## config.mk

```make
export PLATFORM = sky130hd
export DESIGN_NAME = mixed_type_numeric_compare_flat
export DESIGN_NICKNAME = d
export VERILOG_FILES = /design/src/rtl/mtc_pkg.sv /design/src/rtl/mtc_req_if.sv /design/src/rtl/mtc_rsp_if.sv /design/src/rtl/mtc_prep.sv /design/src/rtl/mtc_convert.sv /design/src/rtl/mtc_decide.sv /design/src/rtl/mixed_type_numeric_compare.sv /design/src/flat_wrapper.sv
export SDC_FILE = /design/constraint.sdc
export NUM_CORES = 2
export LEC_CHECK = 0
export BUFFER_PORTS_ARGS = -buffer_cell sky130_fd_sc_hd__buf_4
export CAP_MARGIN = 20
export CELL_PAD_IN_SITES_DETAIL_PLACEMENT = 0
export CELL_PAD_IN_SITES_GLOBAL_PLACEMENT = 2
export CORE_MARGIN = 3
export CORE_UTILIZATION = 39
export DETAILED_ROUTE_END_ITERATION = 6
export PLACE_DENSITY_LB_ADDON = 0.12
export RECOVER_POWER = 50
export SLEW_MARGIN = 10
export SYNTH_ARGS = -nofsm -noshare
export SYNTH_HDL_FRONTEND = slang
export SYNTH_SLANG_ARGS = --single-unit
```

## constraint.sdc

```tcl
create_clock -name clk -period 13.35 [get_ports clk]
set_clock_uncertainty 0.15 [all_clocks]
set_input_delay 0.6675 -clock clk [delete_from_list [all_inputs] [get_ports clk]]
set_output_delay 0.6675 -clock clk [all_outputs]
set_load 0.02 [all_outputs]
```

## src/rtl/mtc_pkg.sv

```systemverilog
// Shared types for the mixed-type numeric comparator.
// Type codes and the per-operand records passed between pipeline stages.
package mtc_pkg;

    typedef enum logic [3:0] {
        TY_I8  = 4'd0,
        TY_U8  = 4'd1,
        TY_I16 = 4'd2,
        TY_U16 = 4'd3,
        TY_I32 = 4'd4,
        TY_U32 = 4'd5,
        TY_I64 = 4'd6,
        TY_U64 = 4'd7,
        TY_FLT = 4'd8,
        TY_DBL = 4'd9
    } num_type_t;

    typedef struct packed {
        logic [63:0] bits;
        logic [3:0]  code;
    } op_raw_t;

    typedef struct packed {
        logic [63:0] norm;
        num_type_t   typ;
        logic        neg;
        logic [63:0] mag;
        logic [5:0]  lz;
    } op_prep_t;

    typedef struct packed {
        logic [63:0] norm;
        num_type_t   typ;
        logic [63:0] wide;
        logic [63:0] s64c;
        logic [63:0] u64c;
    } op_conv_t;

endpackage

```

## src/rtl/mtc_req_if.sv

```systemverilog
// Request channel: two tagged operands and the equal-NaNs flag.
// Depends on nothing.
interface mtc_req_if;
    logic        valid;
    logic        ready;
    logic [63:0] operand_a;
    logic [3:0]  type_a;
    logic [63:0] operand_b;
    logic [3:0]  type_b;
    logic        equal_nans;

    modport source (output valid, operand_a, type_a, operand_b, type_b, equal_nans,
                    input ready);
    modport sink (input valid, operand_a, type_a, operand_b, type_b, equal_nans,
                  output ready);
endinterface

```

## src/rtl/mtc_rsp_if.sv

```systemverilog
// Response channel: less_than and equal flags.
// Depends on nothing.
interface mtc_rsp_if;
    logic valid;
    logic ready;
    logic less_than;
    logic equal;

    modport source (output valid, less_than, equal, input ready);
    modport sink (input valid, less_than, equal, output ready);
endinterface

```

## src/rtl/mtc_prep.sv

```systemverilog
// Operand prep: type clamp, sign/zero extension, magnitude, leading-zero count.
// Depends on mtc_pkg.
module mtc_prep
    import mtc_pkg::*;
(
    input  op_raw_t  raw,
    output op_prep_t prep
);

    num_type_t   typ;
    logic [63:0] norm;
    logic        neg;
    logic [63:0] mag;
    logic [5:0]  lz;

    always_comb
    begin
        typ = (raw.code > TY_DBL) ? TY_DBL : num_type_t'(raw.code);
        case (typ)
            TY_I8:   norm = {{56{raw.bits[7]}}, raw.bits[7:0]};
            TY_U8:   norm = {56'd0, raw.bits[7:0]};
            TY_I16:  norm = {{48{raw.bits[15]}}, raw.bits[15:0]};
            TY_U16:  norm = {48'd0, raw.bits[15:0]};
            TY_I32:  norm = {{32{raw.bits[31]}}, raw.bits[31:0]};
            TY_U32:  norm = {32'd0, raw.bits[31:0]};
            TY_FLT:  norm = {32'd0, raw.bits[31:0]};
            default: norm = raw.bits;
        endcase
        neg = (typ inside {TY_I8, TY_I16, TY_I32, TY_I64}) && norm[63];
        mag = neg ? (64'd0 - norm) : norm;
    end

    always_comb
    begin
        lz = 6'd0;
        for (int i = 0; i < 64; i++)
        begin
            if (mag[i])
            begin
                lz = 6'(63 - i);
            end
        end
    end

    assign prep = '{norm: norm, typ: typ, neg: neg, mag: mag, lz: lz};

endmodule

```

## src/rtl/mtc_convert.sv

```systemverilog
// Operand conversion: widen to double bits (integers round to nearest even,
// singles exact) and truncating, saturating double-to-int64/uint64 views.
// Depends on mtc_pkg.
module mtc_convert
    import mtc_pkg::*;
(
    input  op_prep_t prep,
    output op_conv_t conv
);

    logic [63:0] sh;
    logic        rnd;
    logic [53:0] sum;
    logic [10:0] iexp;
    logic [63:0] iwide;

    logic [7:0]  fe;
    logic [22:0] fm;
    logic [4:0]  flz;
    logic [22:0] fsub;
    logic [63:0] fwide;

    logic [10:0] de;
    logic [5:0]  dk;
    logic [63:0] dmant;
    logic [63:0] dmag;
    logic        dnan;
    logic [63:0] s64c;
    logic [63:0] u64c;
    logic [63:0] wide;

    // integer to double
    always_comb
    begin
        sh   = prep.mag << prep.lz;
        rnd  = sh[10] && ((|sh[9:0]) || sh[11]);
        sum  = {1'b0, sh[63:11]} + {53'd0, rnd};
        iexp = 11'd1086 - {5'd0, prep.lz} + {10'd0, sum[53]};
        if (prep.mag == 64'd0)
        begin
            iwide = 64'd0;
        end
        else
        begin
            iwide = {prep.neg, iexp, sum[53] ? 52'd0 : sum[51:0]};
        end
    end

    // single to double
    always_comb
    begin
        fe  = prep.norm[30:23];
        fm  = prep.norm[22:0];
        flz = 5'd0;
        for (int i = 0; i < 23; i++)
        begin
            if (fm[i])
            begin
                flz = 5'(22 - i);
            end
        end
        fsub = fm << (flz + 5'd1);
        if (fe == 8'hFF)
        begin
            fwide = {prep.norm[31], 11'h7FF, (fm != 23'd0), fm[21:0], 29'd0};
        end
        else if (fe == 8'd0)
        begin
            if (fm == 23'd0)
            begin
                fwide = {prep.norm[31], 63'd0};
            end
            else
            begin
                fwide = {prep.norm[31], 11'd896 - {6'd0, flz}, fsub, 29'd0};
            end
        end
        else
        begin
            fwide = {prep.norm[31], {3'd0, fe} + 11'd896, fm, 29'd0};
        end
    end

    // double to saturated integers, truncating toward zero
    always_comb
    begin
        de    = prep.norm[62:52];
        dk    = 6'(de - 11'd1023);
        dnan  = (de == 11'h7FF) && (prep.norm[51:0] != 52'd0);
        dmant = {11'd0, 1'b1, prep.norm[51:0]};
        if (de < 11'd1023)
        begin
            dmag = 64'd0;
        end
        else if (dk >= 6'd52)
        begin
            dmag = dmant << (dk - 6'd52);
        end
        else
        begin
            dmag = dmant >> (6'd52 - dk);
        end

        if (dnan)
        begin
            s64c = 64'd0;
        end
        else if (!prep.norm[63] && de >= 11'd1086)
        begin
            s64c = 64'h7FFF_FFFF_FFFF_FFFF;
        end
        else if (prep.norm[63] && (de > 11'd1086 ||
                 (de == 11'd1086 && prep.norm[51:0] != 52'd0)))
        begin
            s64c = 64'h8000_0000_0000_0000;
        end
        else
        begin
            s64c = prep.norm[63] ? (64'd0 - dmag) : dmag;
        end

        if (dnan || prep.norm[63])
        begin
            u64c = 64'd0;
        end
        else if (de >= 11'd1087)
        begin
            u64c = '1;
        end
        else
        begin
            u64c = dmag;
        end
    end

    always_comb
    begin
        case (prep.typ)
            TY_DBL:  wide = prep.norm;
            TY_FLT:  wide = fwide;
            default: wide = iwide;
        endcase
    end

    assign conv = '{norm: prep.norm, typ: prep.typ, wide: wide, s64c: s64c, u64c: u64c};

endmodule

```

## src/rtl/mtc_decide.sv

```systemverilog
// Final compare: native integer compare, double compare, and exact rechecks
// on ties that involve int64 or uint64.
// Depends on mtc_pkg.
module mtc_decide
    import mtc_pkg::*;
(
    input  op_conv_t ca,
    input  op_conv_t cb,
    input  logic     eqnan,
    output logic     less_than,
    output logic     equal
);

    logic        na, nb, bz;
    logic [63:0] ka, kb;
    logic        fplt, fpgt, fpeq;
    logic        lt_re, eq_re;
    logic        a_flt, b_flt;

    always_comb
    begin
        na    = (&ca.wide[62:52]) && (|ca.wide[51:0]);
        nb    = (&cb.wide[62:52]) && (|cb.wide[51:0]);
        bz    = (ca.wide[62:0] == 63'd0) && (cb.wide[62:0] == 63'd0);
        ka    = ca.wide[63] ? ~ca.wide : {1'b1, ca.wide[62:0]};
        kb    = cb.wide[63] ? ~cb.wide : {1'b1, cb.wide[62:0]};
        fplt  = !na && !nb && !bz && (ka < kb);
        fpgt  = !na && !nb && !bz && (kb < ka);
        fpeq  = !na && !nb && (bz || ca.wide == cb.wide);
        a_flt = ca.typ inside {TY_FLT, TY_DBL};
        b_flt = cb.typ inside {TY_FLT, TY_DBL};

        lt_re = 1'b0;
        eq_re = 1'b1;
        if (ca.typ == TY_U64)
        begin
            if (cb.typ == TY_I64)
            begin
                lt_re = $signed(ca.norm) < $signed(cb.norm);
                eq_re = ca.norm == cb.norm;
            end
            else if (cb.typ == TY_DBL)
            begin
                lt_re = ca.norm < cb.u64c;
                eq_re = ca.norm == cb.s64c;
            end
        end
        else if (ca.typ == TY_I64)
        begin
            if (cb.typ == TY_U64)
            begin
                lt_re = $signed(ca.norm) < $signed(cb.norm);
                eq_re = ca.norm == cb.norm;
            end
            else if (cb.typ == TY_DBL)
            begin
                lt_re = $signed(ca.norm) < $signed(cb.s64c);
                eq_re = ca.norm == cb.s64c;
            end
        end
        else if (cb.typ == TY_U64)
        begin
            if (ca.typ == TY_DBL)
            begin
                lt_re = cb.norm > ca.u64c;
                eq_re = cb.norm == ca.s64c;
            end
        end
        else if (cb.typ == TY_I64)
        begin
            if (ca.typ == TY_DBL)
            begin
                lt_re = $signed(cb.norm) > $signed(ca.s64c);
                eq_re = cb.norm == ca.s64c;
            end
        end

        if (ca.typ == cb.typ && !a_flt)
        begin
            if (ca.typ inside {TY_I8, TY_I16, TY_I32, TY_I64})
            begin
                less_than = $signed(ca.norm) < $signed(cb.norm);
            end
            else
            begin
                less_than = ca.norm < cb.norm;
            end
            equal = ca.norm == cb.norm;
        end
        else if (a_flt && b_flt)
        begin
            less_than = fplt;
            equal     = eqnan ? (ca.wide == cb.wide) : fpeq;
        end
        else
        begin
            less_than = fplt ? 1'b1 : (fpgt ? 1'b0 : lt_re);
            equal     = fpeq ? eq_re : 1'b0;
        end
    end

endmodule

```

## src/rtl/mixed_type_numeric_compare.sv

```systemverilog
// Mixed-type numeric comparator, top level: four-stage pipeline with handshake.
// Depends on mtc_pkg, mtc_req_if, mtc_rsp_if, mtc_prep, mtc_convert, mtc_decide.
// One item per cycle sustained while the result is taken; each accepted item passes through
// the input register, prep/leading-zero stage, rounding/conversion stage and
// result register in order. Each stage advances whenever the one after it is empty or
// moving, so a stalled result holds only the stages behind it that are full and
// req.ready stays high while any bubble remains. Only the valid flags are reset.
module mixed_type_numeric_compare
    import mtc_pkg::*;
(
    input  logic        clk,
    input  logic        rst_n,
    mtc_req_if.sink     req,
    mtc_rsp_if.source   rsp
);

    logic     s1_valid_reg, s2_valid_reg, s3_valid_reg, out_valid_reg;
    op_raw_t  s1_a_reg, s1_b_reg;
    logic     s1_eqnan_reg, s2_eqnan_reg, s3_eqnan_reg;
    op_prep_t s2_a_reg, s2_b_reg;
    op_conv_t s3_a_reg, s3_b_reg;
    logic     lt_reg, eq_reg;

    op_prep_t prep_a, prep_b;
    op_conv_t conv_a, conv_b;
    logic     lt_next, eq_next;
    logic     en1, en2, en3, en_out;

    assign en_out = !out_valid_reg || rsp.ready;
    assign en3    = !s3_valid_reg || en_out;
    assign en2    = !s2_valid_reg || en3;
    assign en1    = !s1_valid_reg || en2;

    assign req.ready     = en1;
    assign rsp.valid     = out_valid_reg;
    assign rsp.less_than = lt_reg;
    assign rsp.equal     = eq_reg;

    mtc_prep u_prep_a (.raw(s1_a_reg), .prep(prep_a));
    mtc_prep u_prep_b (.raw(s1_b_reg), .prep(prep_b));

    mtc_convert u_conv_a (.prep(s2_a_reg), .conv(conv_a));
    mtc_convert u_conv_b (.prep(s2_b_reg), .conv(conv_b));

    mtc_decide u_decide (
        .ca        (s3_a_reg),
        .cb        (s3_b_reg),
        .eqnan     (s3_eqnan_reg),
        .less_than (lt_next),
        .equal     (eq_next)
    );

    always_ff @(posedge clk or negedge rst_n)
    begin
        if (!rst_n)
        begin
            s1_valid_reg  <= 1'b0;
            s2_valid_reg  <= 1'b0;
            s3_valid_reg  <= 1'b0;
            out_valid_reg <= 1'b0;
        end
        else
        begin
            if (en1)
            begin
                s1_valid_reg <= req.valid;
            end
            if (en2)
            begin
                s2_valid_reg <= s1_valid_reg;
            end
            if (en3)
            begin
                s3_valid_reg <= s2_valid_reg;
            end
            if (en_out)
            begin
                out_valid_reg <= s3_valid_reg;
            end
        end
    end

    always_ff @(posedge clk)
    begin
        if (en1)
        begin
            s1_a_reg     <= '{bits: req.operand_a, code: req.type_a};
            s1_b_reg     <= '{bits: req.operand_b, code: req.type_b};
            s1_eqnan_reg <= req.equal_nans;
        end
        if (en2)
        begin
            s2_a_reg     <= prep_a;
            s2_b_reg     <= prep_b;
            s2_eqnan_reg <= s1_eqnan_reg;
        end
        if (en3)
        begin
            s3_a_reg     <= conv_a;
            s3_b_reg     <= conv_b;
            s3_eqnan_reg <= s2_eqnan_reg;
        end
        if (en_out)
        begin
            lt_reg <= lt_next;
            eq_reg <= eq_next;
        end
    end

endmodule

```

## src/flat_wrapper.sv

```systemverilog
// flat-port wrapper written by rule: the top's interface ports become plain ports
module mixed_type_numeric_compare_flat import mtc_pkg::*;
  (clk, rst_n, req_valid, req_operand_a, req_type_a, req_operand_b, req_type_b, req_equal_nans, req_ready, rsp_valid, rsp_less_than, rsp_equal, rsp_ready);
  mtc_req_if req_i ();
  mtc_rsp_if rsp_i ();
  input  logic clk;
  input  logic rst_n;
  input wire logic [$bits(req_i.valid)-1:0] req_valid;
  input wire logic [$bits(req_i.operand_a)-1:0] req_operand_a;
  input wire logic [$bits(req_i.type_a)-1:0] req_type_a;
  input wire logic [$bits(req_i.operand_b)-1:0] req_operand_b;
  input wire logic [$bits(req_i.type_b)-1:0] req_type_b;
  input wire logic [$bits(req_i.equal_nans)-1:0] req_equal_nans;
  output wire logic [$bits(req_i.ready)-1:0] req_ready;
  output wire logic [$bits(rsp_i.valid)-1:0] rsp_valid;
  output wire logic [$bits(rsp_i.less_than)-1:0] rsp_less_than;
  output wire logic [$bits(rsp_i.equal)-1:0] rsp_equal;
  input wire logic [$bits(rsp_i.ready)-1:0] rsp_ready;
  assign req_i.valid = req_valid;
  assign req_i.operand_a = req_operand_a;
  assign req_i.type_a = req_type_a;
  assign req_i.operand_b = req_operand_b;
  assign req_i.type_b = req_type_b;
  assign req_i.equal_nans = req_equal_nans;
  assign req_ready = req_i.ready;
  assign rsp_valid = rsp_i.valid;
  assign rsp_less_than = rsp_i.less_than;
  assign rsp_equal = rsp_i.equal;
  assign rsp_i.ready = rsp_ready;
  mixed_type_numeric_compare u_core (.clk(clk), .rst_n(rst_n), .req(req_i), .rsp(rsp_i));
endmodule
```

# ---- Yosys cells after proc, flatten, opt, wreduce, memory -nomap -nowiden
# Index checks and enable logic that the tools add are counted.
dict set report word_totals {
  elab_cells 450
  register_bits 943
  in_bits 141
}
dict set report op_classes {
  n_addsub 22
  n_shift 8
  n_reduce_logical 83
  n_eq_ne 39
  mux 231
  n_bitwise 2
  order_cmp 20
}
# op n
set op_table {}
lappend op_table {{64-bit 2-to-1 mux} 16}
lappend op_table {{64-bit one-hot mux with 6 select lines} 2}
lappend op_table {{63-bit 2-to-1 mux} 8}
lappend op_table {{5-bit 2-to-1 mux} 78}
lappend op_table {{64-bit less-than comparator} 6}
lappend op_table {{6-bit 2-to-1 mux} 64}
lappend op_table {{64-bit == test} 4}
lappend op_table {{64-bit one-hot mux with 2 select lines} 2}
lappend op_table {{1-bit by 64-bit subtractor with 64-bit output (first input constant)} 4}
lappend op_table {{64-bit greater-than comparator} 2}
lappend op_table {{64-bit zero test} 2}
lappend op_table {{64-bit NOT} 2}
lappend op_table {{53-bit by 6-bit left shift with 64-bit output} 2}
lappend op_table {{64-bit by 6-bit left shift with 64-bit output} 2}
lappend op_table {{53-bit by 6-bit right shift with 64-bit output} 2}
lappend op_table {{63-bit zero test} 2}
lappend op_table {{53-bit by 1-bit adder with 54-bit output} 2}
lappend op_table {{52-bit 2-to-1 mux} 2}
lappend op_table {{52-bit nonzero test} 2}
lappend op_table {{52-bit OR reduction} 2}
lappend op_table {{4-bit 2-to-1 mux} 18}
lappend op_table {{32-bit OR reduction} 2}
lappend op_table {{23-bit zero test} 2}
lappend op_table {{23-bit nonzero test} 2}
lappend op_table {{36 further kinds} 175}

# ---- Longest topological paths before layout
dict set report depth {
  word_depth 70
  mapped_depth 26
  ltp_nobuf 18
}

# ---- Cells and area by module
# From an unflattened synthesis, not the netlist that was laid out.
dict set report unflattened {
  hier_cells 9518
  area_unflattened_um2 89098.0
}
# mod instances cells_each area_per_inst_um2
set by_module_without_submodules {}
lappend by_module_without_submodules {mixed_type_numeric_compare 1 952 28364.7}
lappend by_module_without_submodules {{mtc_convert (u_core.u_conv_b)} 1 2832 20345.8}
lappend by_module_without_submodules {{mtc_convert (u_core.u_conv_a)} 1 2737 20273.2}
lappend by_module_without_submodules {mtc_decide 1 1638 11832.6}
lappend by_module_without_submodules {{mtc_prep (u_core.u_prep_b)} 1 682 4310.4}
lappend by_module_without_submodules {{mtc_prep (u_core.u_prep_a)} 1 677 3971.3}

# ---- Worst setup path after synthesis
# No wires, ideal clock.
dict set report synth_path {
  path_kind {input -> register}
  start {in rsp_ready}
  end {reg u_core.s3_a_reg[0] (netlist name), enable pin}
  arrival_time_ps 9346
  required_ps 9482
  setup_ps 3718
  path_slack_ps 136
  n_path_buf 0
  stages 2
  cell_sequence {nor2b_1 > nand2_1}
}
dict set report synth_via {
  elab_chain_len 2
}
# item line_no
set synth_lines {}
lappend synth_lines {{start: declaration} flat_wrapper.sv:18} ;# input wire logic [$bits(rsp_i.ready)-1:0] rsp_ready;
lappend synth_lines {{1-bit logical OR} mixed_type_numeric_compare.sv:29} ;# assign en_out = !out_valid_reg || rsp.ready;
lappend synth_lines {{1-bit logical OR} mixed_type_numeric_compare.sv:30} ;# assign en3 = !s3_valid_reg || en_out;
lappend synth_lines {{net u_core.en3} mixed_type_numeric_compare.sv:27} ;# logic en1, en2, en3, en_out;
lappend synth_lines {{end signal: assignment} mixed_type_numeric_compare.sv:99} ;# s3_a_reg <= conv_a;
lappend synth_lines {{end: declaration} mixed_type_numeric_compare.sv:21} ;# op_conv_t s3_a_reg, s3_b_reg;
# The timed path passes the listed nets, and every way through them passes these cells.
# A chain may end at the register's enable or synchronous reset.

# ---- Final worst setup path
dict set report layout_path {
  start {reg u_core.s2_b_reg[127] (netlist name)}
  end {reg u_core.s3_b_reg[120] (netlist name), data pin}
}
dict set report layout_via {
  elab_chain_len 9
  word_cells_on_any_way 22
  classes_between {4 x add/sub; 4 x order compare; 2 x eq/ne; 2 x shift; 5 x mux; 5 x reduce/logical}
}
# item line_no
set layout_lines {}
lappend layout_lines {{start: declaration} mixed_type_numeric_compare.sv:20} ;# op_prep_t s2_a_reg, s2_b_reg;
lappend layout_lines {{start signal: assignment} mixed_type_numeric_compare.sv:94} ;# s2_b_reg <= prep_b;
lappend layout_lines {{6-bit subtractor} mtc_convert.sv:88} ;# dk = 6'(de - 11'd1023);
lappend layout_lines {{6-bit subtractor (on tied branches)} {mtc_convert.sv:101, mtc_convert.sv:97}}
lappend layout_lines {{53-bit by 6-bit right shift with 64-bit output or 53-bit by 6-bit left shift with 64-bit output (tied branches)} {mtc_convert.sv:101, mtc_convert.sv:97}}
lappend layout_lines {{64-bit 2-to-1 mux} mtc_convert.sv:95} ;# else if (dk >= 6'd52)
lappend layout_lines {{64-bit 2-to-1 mux} mtc_convert.sv:91} ;# if (de < 11'd1023)
lappend layout_lines {{1-bit by 64-bit subtractor with 64-bit output} mtc_convert.sv:119} ;# s64c = prep.norm[63] ? (64'd0 - dmag) : dmag;
lappend layout_lines {{64-bit 2-to-1 mux} mtc_convert.sv:119}
lappend layout_lines {{64-bit 2-to-1 mux} mtc_convert.sv:112} ;# else if (prep.norm[63] && (de > 11'd1086 ||
lappend layout_lines {{63-bit 2-to-1 mux} mtc_convert.sv:108} ;# else if (!prep.norm[63] && de >= 11'd1086)
lappend layout_lines {{end signal: assignment} mixed_type_numeric_compare.sv:100} ;# s3_b_reg <= conv_b;
lappend layout_lines {{end: declaration} mixed_type_numeric_compare.sv:21}
# Several ways; a longest one is shown, not always the timed one.

==> flow_summary_export.csv <==
group,metric,value,unit
timing,slew_viol_final,2342,
clock_tree,cts_buffer_depth,3,
global_routing,grt_max_degree,82,
timing,fin_crit_sh,73.97,%
timing,worstMarginPinSlew,4667,ps
clock_tree,postCtsSetupRepairBufs,0,
clock_tree,htreeDepth,3,
critical_path,cp_max_fo,72,
route,wire_per_inst,33.33,microns
yosys,synth_top_area_share,33.03,%
route,drc,29,
global_routing,grt_pass1_wl,549.9,mm
power_and_ir_drop,power_density,233.7,mW/mm^2
timing,final_hold_viol_count,0,
clock_tree,cts_hold_buffers,139,
critical_path,critPathArrivalTime,10180,ps
timing,grt_setup_unrepaired,"no",
global_routing,overflow,0,
route,drtPass1Iterations,7,
yosys,yosysUniqueCellTypes,125,
placement,globalplace.congestion,0.9699,
route,drt-initial-drc-count,8508,
floorplanning,die_x,473.3,microns
power_and_ir_drop,p_clk_share,14.6,%
clock_tree,clk_latency,730,ps
floorplanning,core,0.2159,sq mm
yosys,synth_warnings,0,
critical_path,cp-endpoint,"u_core.s3_b_reg[120]",
placement,hpwl,290.7,mm
floorplanning,dieHeight,473.3,microns
power_and_ir_drop,power,22.02,mW
cells_and_area,layout-drive-gt1-share,13.90,%
hold_path,hold_class,"input port to async pin",
power_and_ir_drop,p_int,11.20,mW
clock_tree,post_cts_resized,0,
clock_tree,cts_made_buffers,111,
placement,portBuffers,144,
floorplanning,num_rows,170,
timing,setup_viol_count_final,0,
critical_path,start_kind,"register",
critical_path,ff2ff_path_depth,11,
clock_tree,cts_sinks,941,
route,num_vias,76910,
floorplanning,pin_count,145,
yosys,yosysMostFrequentCell,"edfxtp_1",
power_and_ir_drop,ir_worst_vdd,0.1171,mV
yosys,async_flop_share,0.4251,%
run_status,violations,"DRC, capacitance limit, slew limit",
timing,max_freq,101.3,MHz
yosys,dominantRegCellSynth,"edfxtp_1",
cells_and_area,nFillCells,20690,
cells_and_area,finalNetCount,9357,
timing,relSlewSlack,-211.1,%
yosys,yosysTopAreaCell,"edfxtp_1",
power_and_ir_drop,combPwrFrac,61.5,%
clock_tree,cts_root_buf,"clkbuf_16",
yosys,synth_common_cells,"937 x edfxtp_1, 800 x nand2_1, 588 x a21oi_1, 554 x nor2_1, 494 x inv_1",
critical_path,cp.required,13650,ps
power_and_ir_drop,swShare,49.16,%
timing,min_period,9875,ps
critical_path,rr_endpoint,"u_core.s3_b_reg[120]",
timing,finalSetupTns,0,ps
clock_tree,path_clk_slew,60,ps
power_and_ir_drop,total_leakage_power,36.10,nW
global_routing,antenna_found_initial,36,
yosys,synth_area_leaders,"edfxtp_1 33%, mux4_2 12%, ha_1 6.0%",
floorplanning,die_area,0.2241,sq mm
critical_path,cp-startpoint,"u_core.s2_b_reg[127]",
yosys,synth_seq_cells,941,
clock_tree,cts_tree,"yes",
timing,fin_ws,3475,ps
power_and_ir_drop,p_seq_share,23.9,%
run_status,outcome,"complete, but fails checks",
route,routed_wirelength,392.3,mm
global_routing,grt_pass1_vias,73070,
yosys,yosysSeqAreaShare,33.15,%
critical_path,setup.reg_to_reg.worst_slack,3470,ps
critical_path,r2r-start,"u_core.s2_b_reg[127]",
yosys,syn-num-nets,9313,
cells_and_area,syn_to_final_growth,10.63,%
yosys,avgSynthCellArea,9.723,sq um
critical_path,path_class,"register to register",
global_routing,track_usage,33.88,%
route,via_per_inst,6.533,
yosys,synth_edf_count,937,
yosys,synth_area,0.08518,sq mm
placement,post-place-ws,5538,ps
floorplanning,start_util,39.45,%
power_and_ir_drop,switching_power,10.83,mW
flow_run,maxCapViolCount,98,
yosys,syn_inst,8761,
critical_path,worstSetupEndpointType,"register",
route,final_antenna_net_count,0,
-- power by group through the flow --
stage	Clock, mW	Sequential (mW)	Combinational [mW]
final	3.21	5.27	13.5
after global routing	3.38	5.31	14.4
after CTS	3.27	5.26	13.2
after detailed placement	0	5.31	13.1
after global placement	0	5.31	13.1
after floorplan	0	4.96	9.00
-- how the worst min path moves through the flow --
stage                        startpoint                  end  slack [ps]  cells past startpoint
global placement    u_core.s1_eqnan_reg  u_core.s2_eqnan_reg         260                      0
finish                            rst_n  u_core.s1_valid_reg         140                      2
floorplan                         rst_n     u_core.rsp.valid         220                      0
CTS                               rst_n     u_core.rsp.valid          50                      2
detailed placement  u_core.s1_eqnan_reg  u_core.s2_eqnan_reg         260                      0
global route                      rst_n     u_core.rsp.valid         150                      2
-- cell families after synthesis --
| kind of cell | Yosys count | share of synthesized area, % |
|---|---|---|
| AND/OR/NAND/NOR | 2623 | 15.14 |
| AO/OA/AOI/OAI | 2237 | 17.43 |
| buffers and inverters | 1134 | 5.480 |
| flip-flops | 941 | 33.15 |
| multiplexers | 905 | 17.44 |
| XOR/XNOR | 510 | 5.322 |
| adder cells (fa/ha/maj) | 411 | 6.037 |
-- critical path: stages, from the launching register on --
cell	delay, ps
edfxtp_1	370
buf_4	750
clkbuf_1	3210
a21oi_1	1110
mux4_2	790
a2111oi_2	580
o21ai_0	260
nor4_1	630
nand2_1	660
nor4_2	590
mux2i_1	250
o2111ai_1	130
-- cell type report --
cell class              count  area, sq um  share of cell area, %
inverters                 506         1899                  2.016
flip-flops and latches    941        28240                  29.97
clock inverters            73        853.3                 0.9055
well taps                2838         3551                  3.768
clock buffers             136         2975                  3.157
multi-input cells        6686        52580                  55.79
diodes                     33        82.58                0.08763
repair buffers            559         4058                  4.306
-- placed cells by master (no fill, tap or decap), types with 47 or more instances in the layout --
| cell | count |
|---|---|
| clkbuf_4 | 124 |
| a211oi_1 | 74 |
| edfxtp_1 | 937 |
| mux4_2 | 449 |
| or3_1 | 47 |
| and3_1 | 73 |
| a21oi_1 | 587 |
| xnor2_1 | 313 |
| buf_4 | 144 |
| a21o_1 | 194 |
| nand4_1 | 171 |
| o31ai_1 | 63 |
| mux2i_1 | 311 |
| o22ai_1 | 96 |
| a31oi_1 | 79 |
| nor2b_1 | 74 |
| ha_1 | 408 |
| nor2_1 | 551 |
| inv_1 | 491 |
| nand2b_1 | 65 |
| dlygate4sd3_1 | 139 |
| o21ai_0 | 483 |
| xor2_1 | 178 |
| o211ai_1 | 62 |
| nand2_1 | 797 |
| clkbuf_16 | 114 |
| mux2_2 | 144 |
| clkbuf_1 | 163 |
| nand3_1 | 209 |
| nor3_1 | 198 |
| nor4_1 | 169 |
| and2_1 | 68 |
-- per-stage QoR --
stage | area, sq um | hold slack, ps | utilization (%) | cells
3_5_place_dp | 89410 | 264.7 | 41.42 | 11390
3_3_place_gp | 89360 | 263.7 | 41.39 | 11380
2_1_floorplan | 85180 | 221.9 | - | 8761
4_1_cts | 94630 | 54.75 | 43.83 | 11730
5_1_grt | 94160 | 148.6 | 43.61 | 11740
6_report | 94230 | 143.2 | 43.65 | 11770
-- metal layers --
layer  track usage, %  vias up  wire length, microns  part of all wire [%]
met5          0.04326        -                   120                 0.031
met4            15.62       16                 20960                   5.3
met3            6.324      794                 31170                   7.9
met2            54.24     3991                180800                    46
met1            44.40    38440                159300                    41
li1                 -    33670                     -                     -
(Power assumes the default switching activity.)
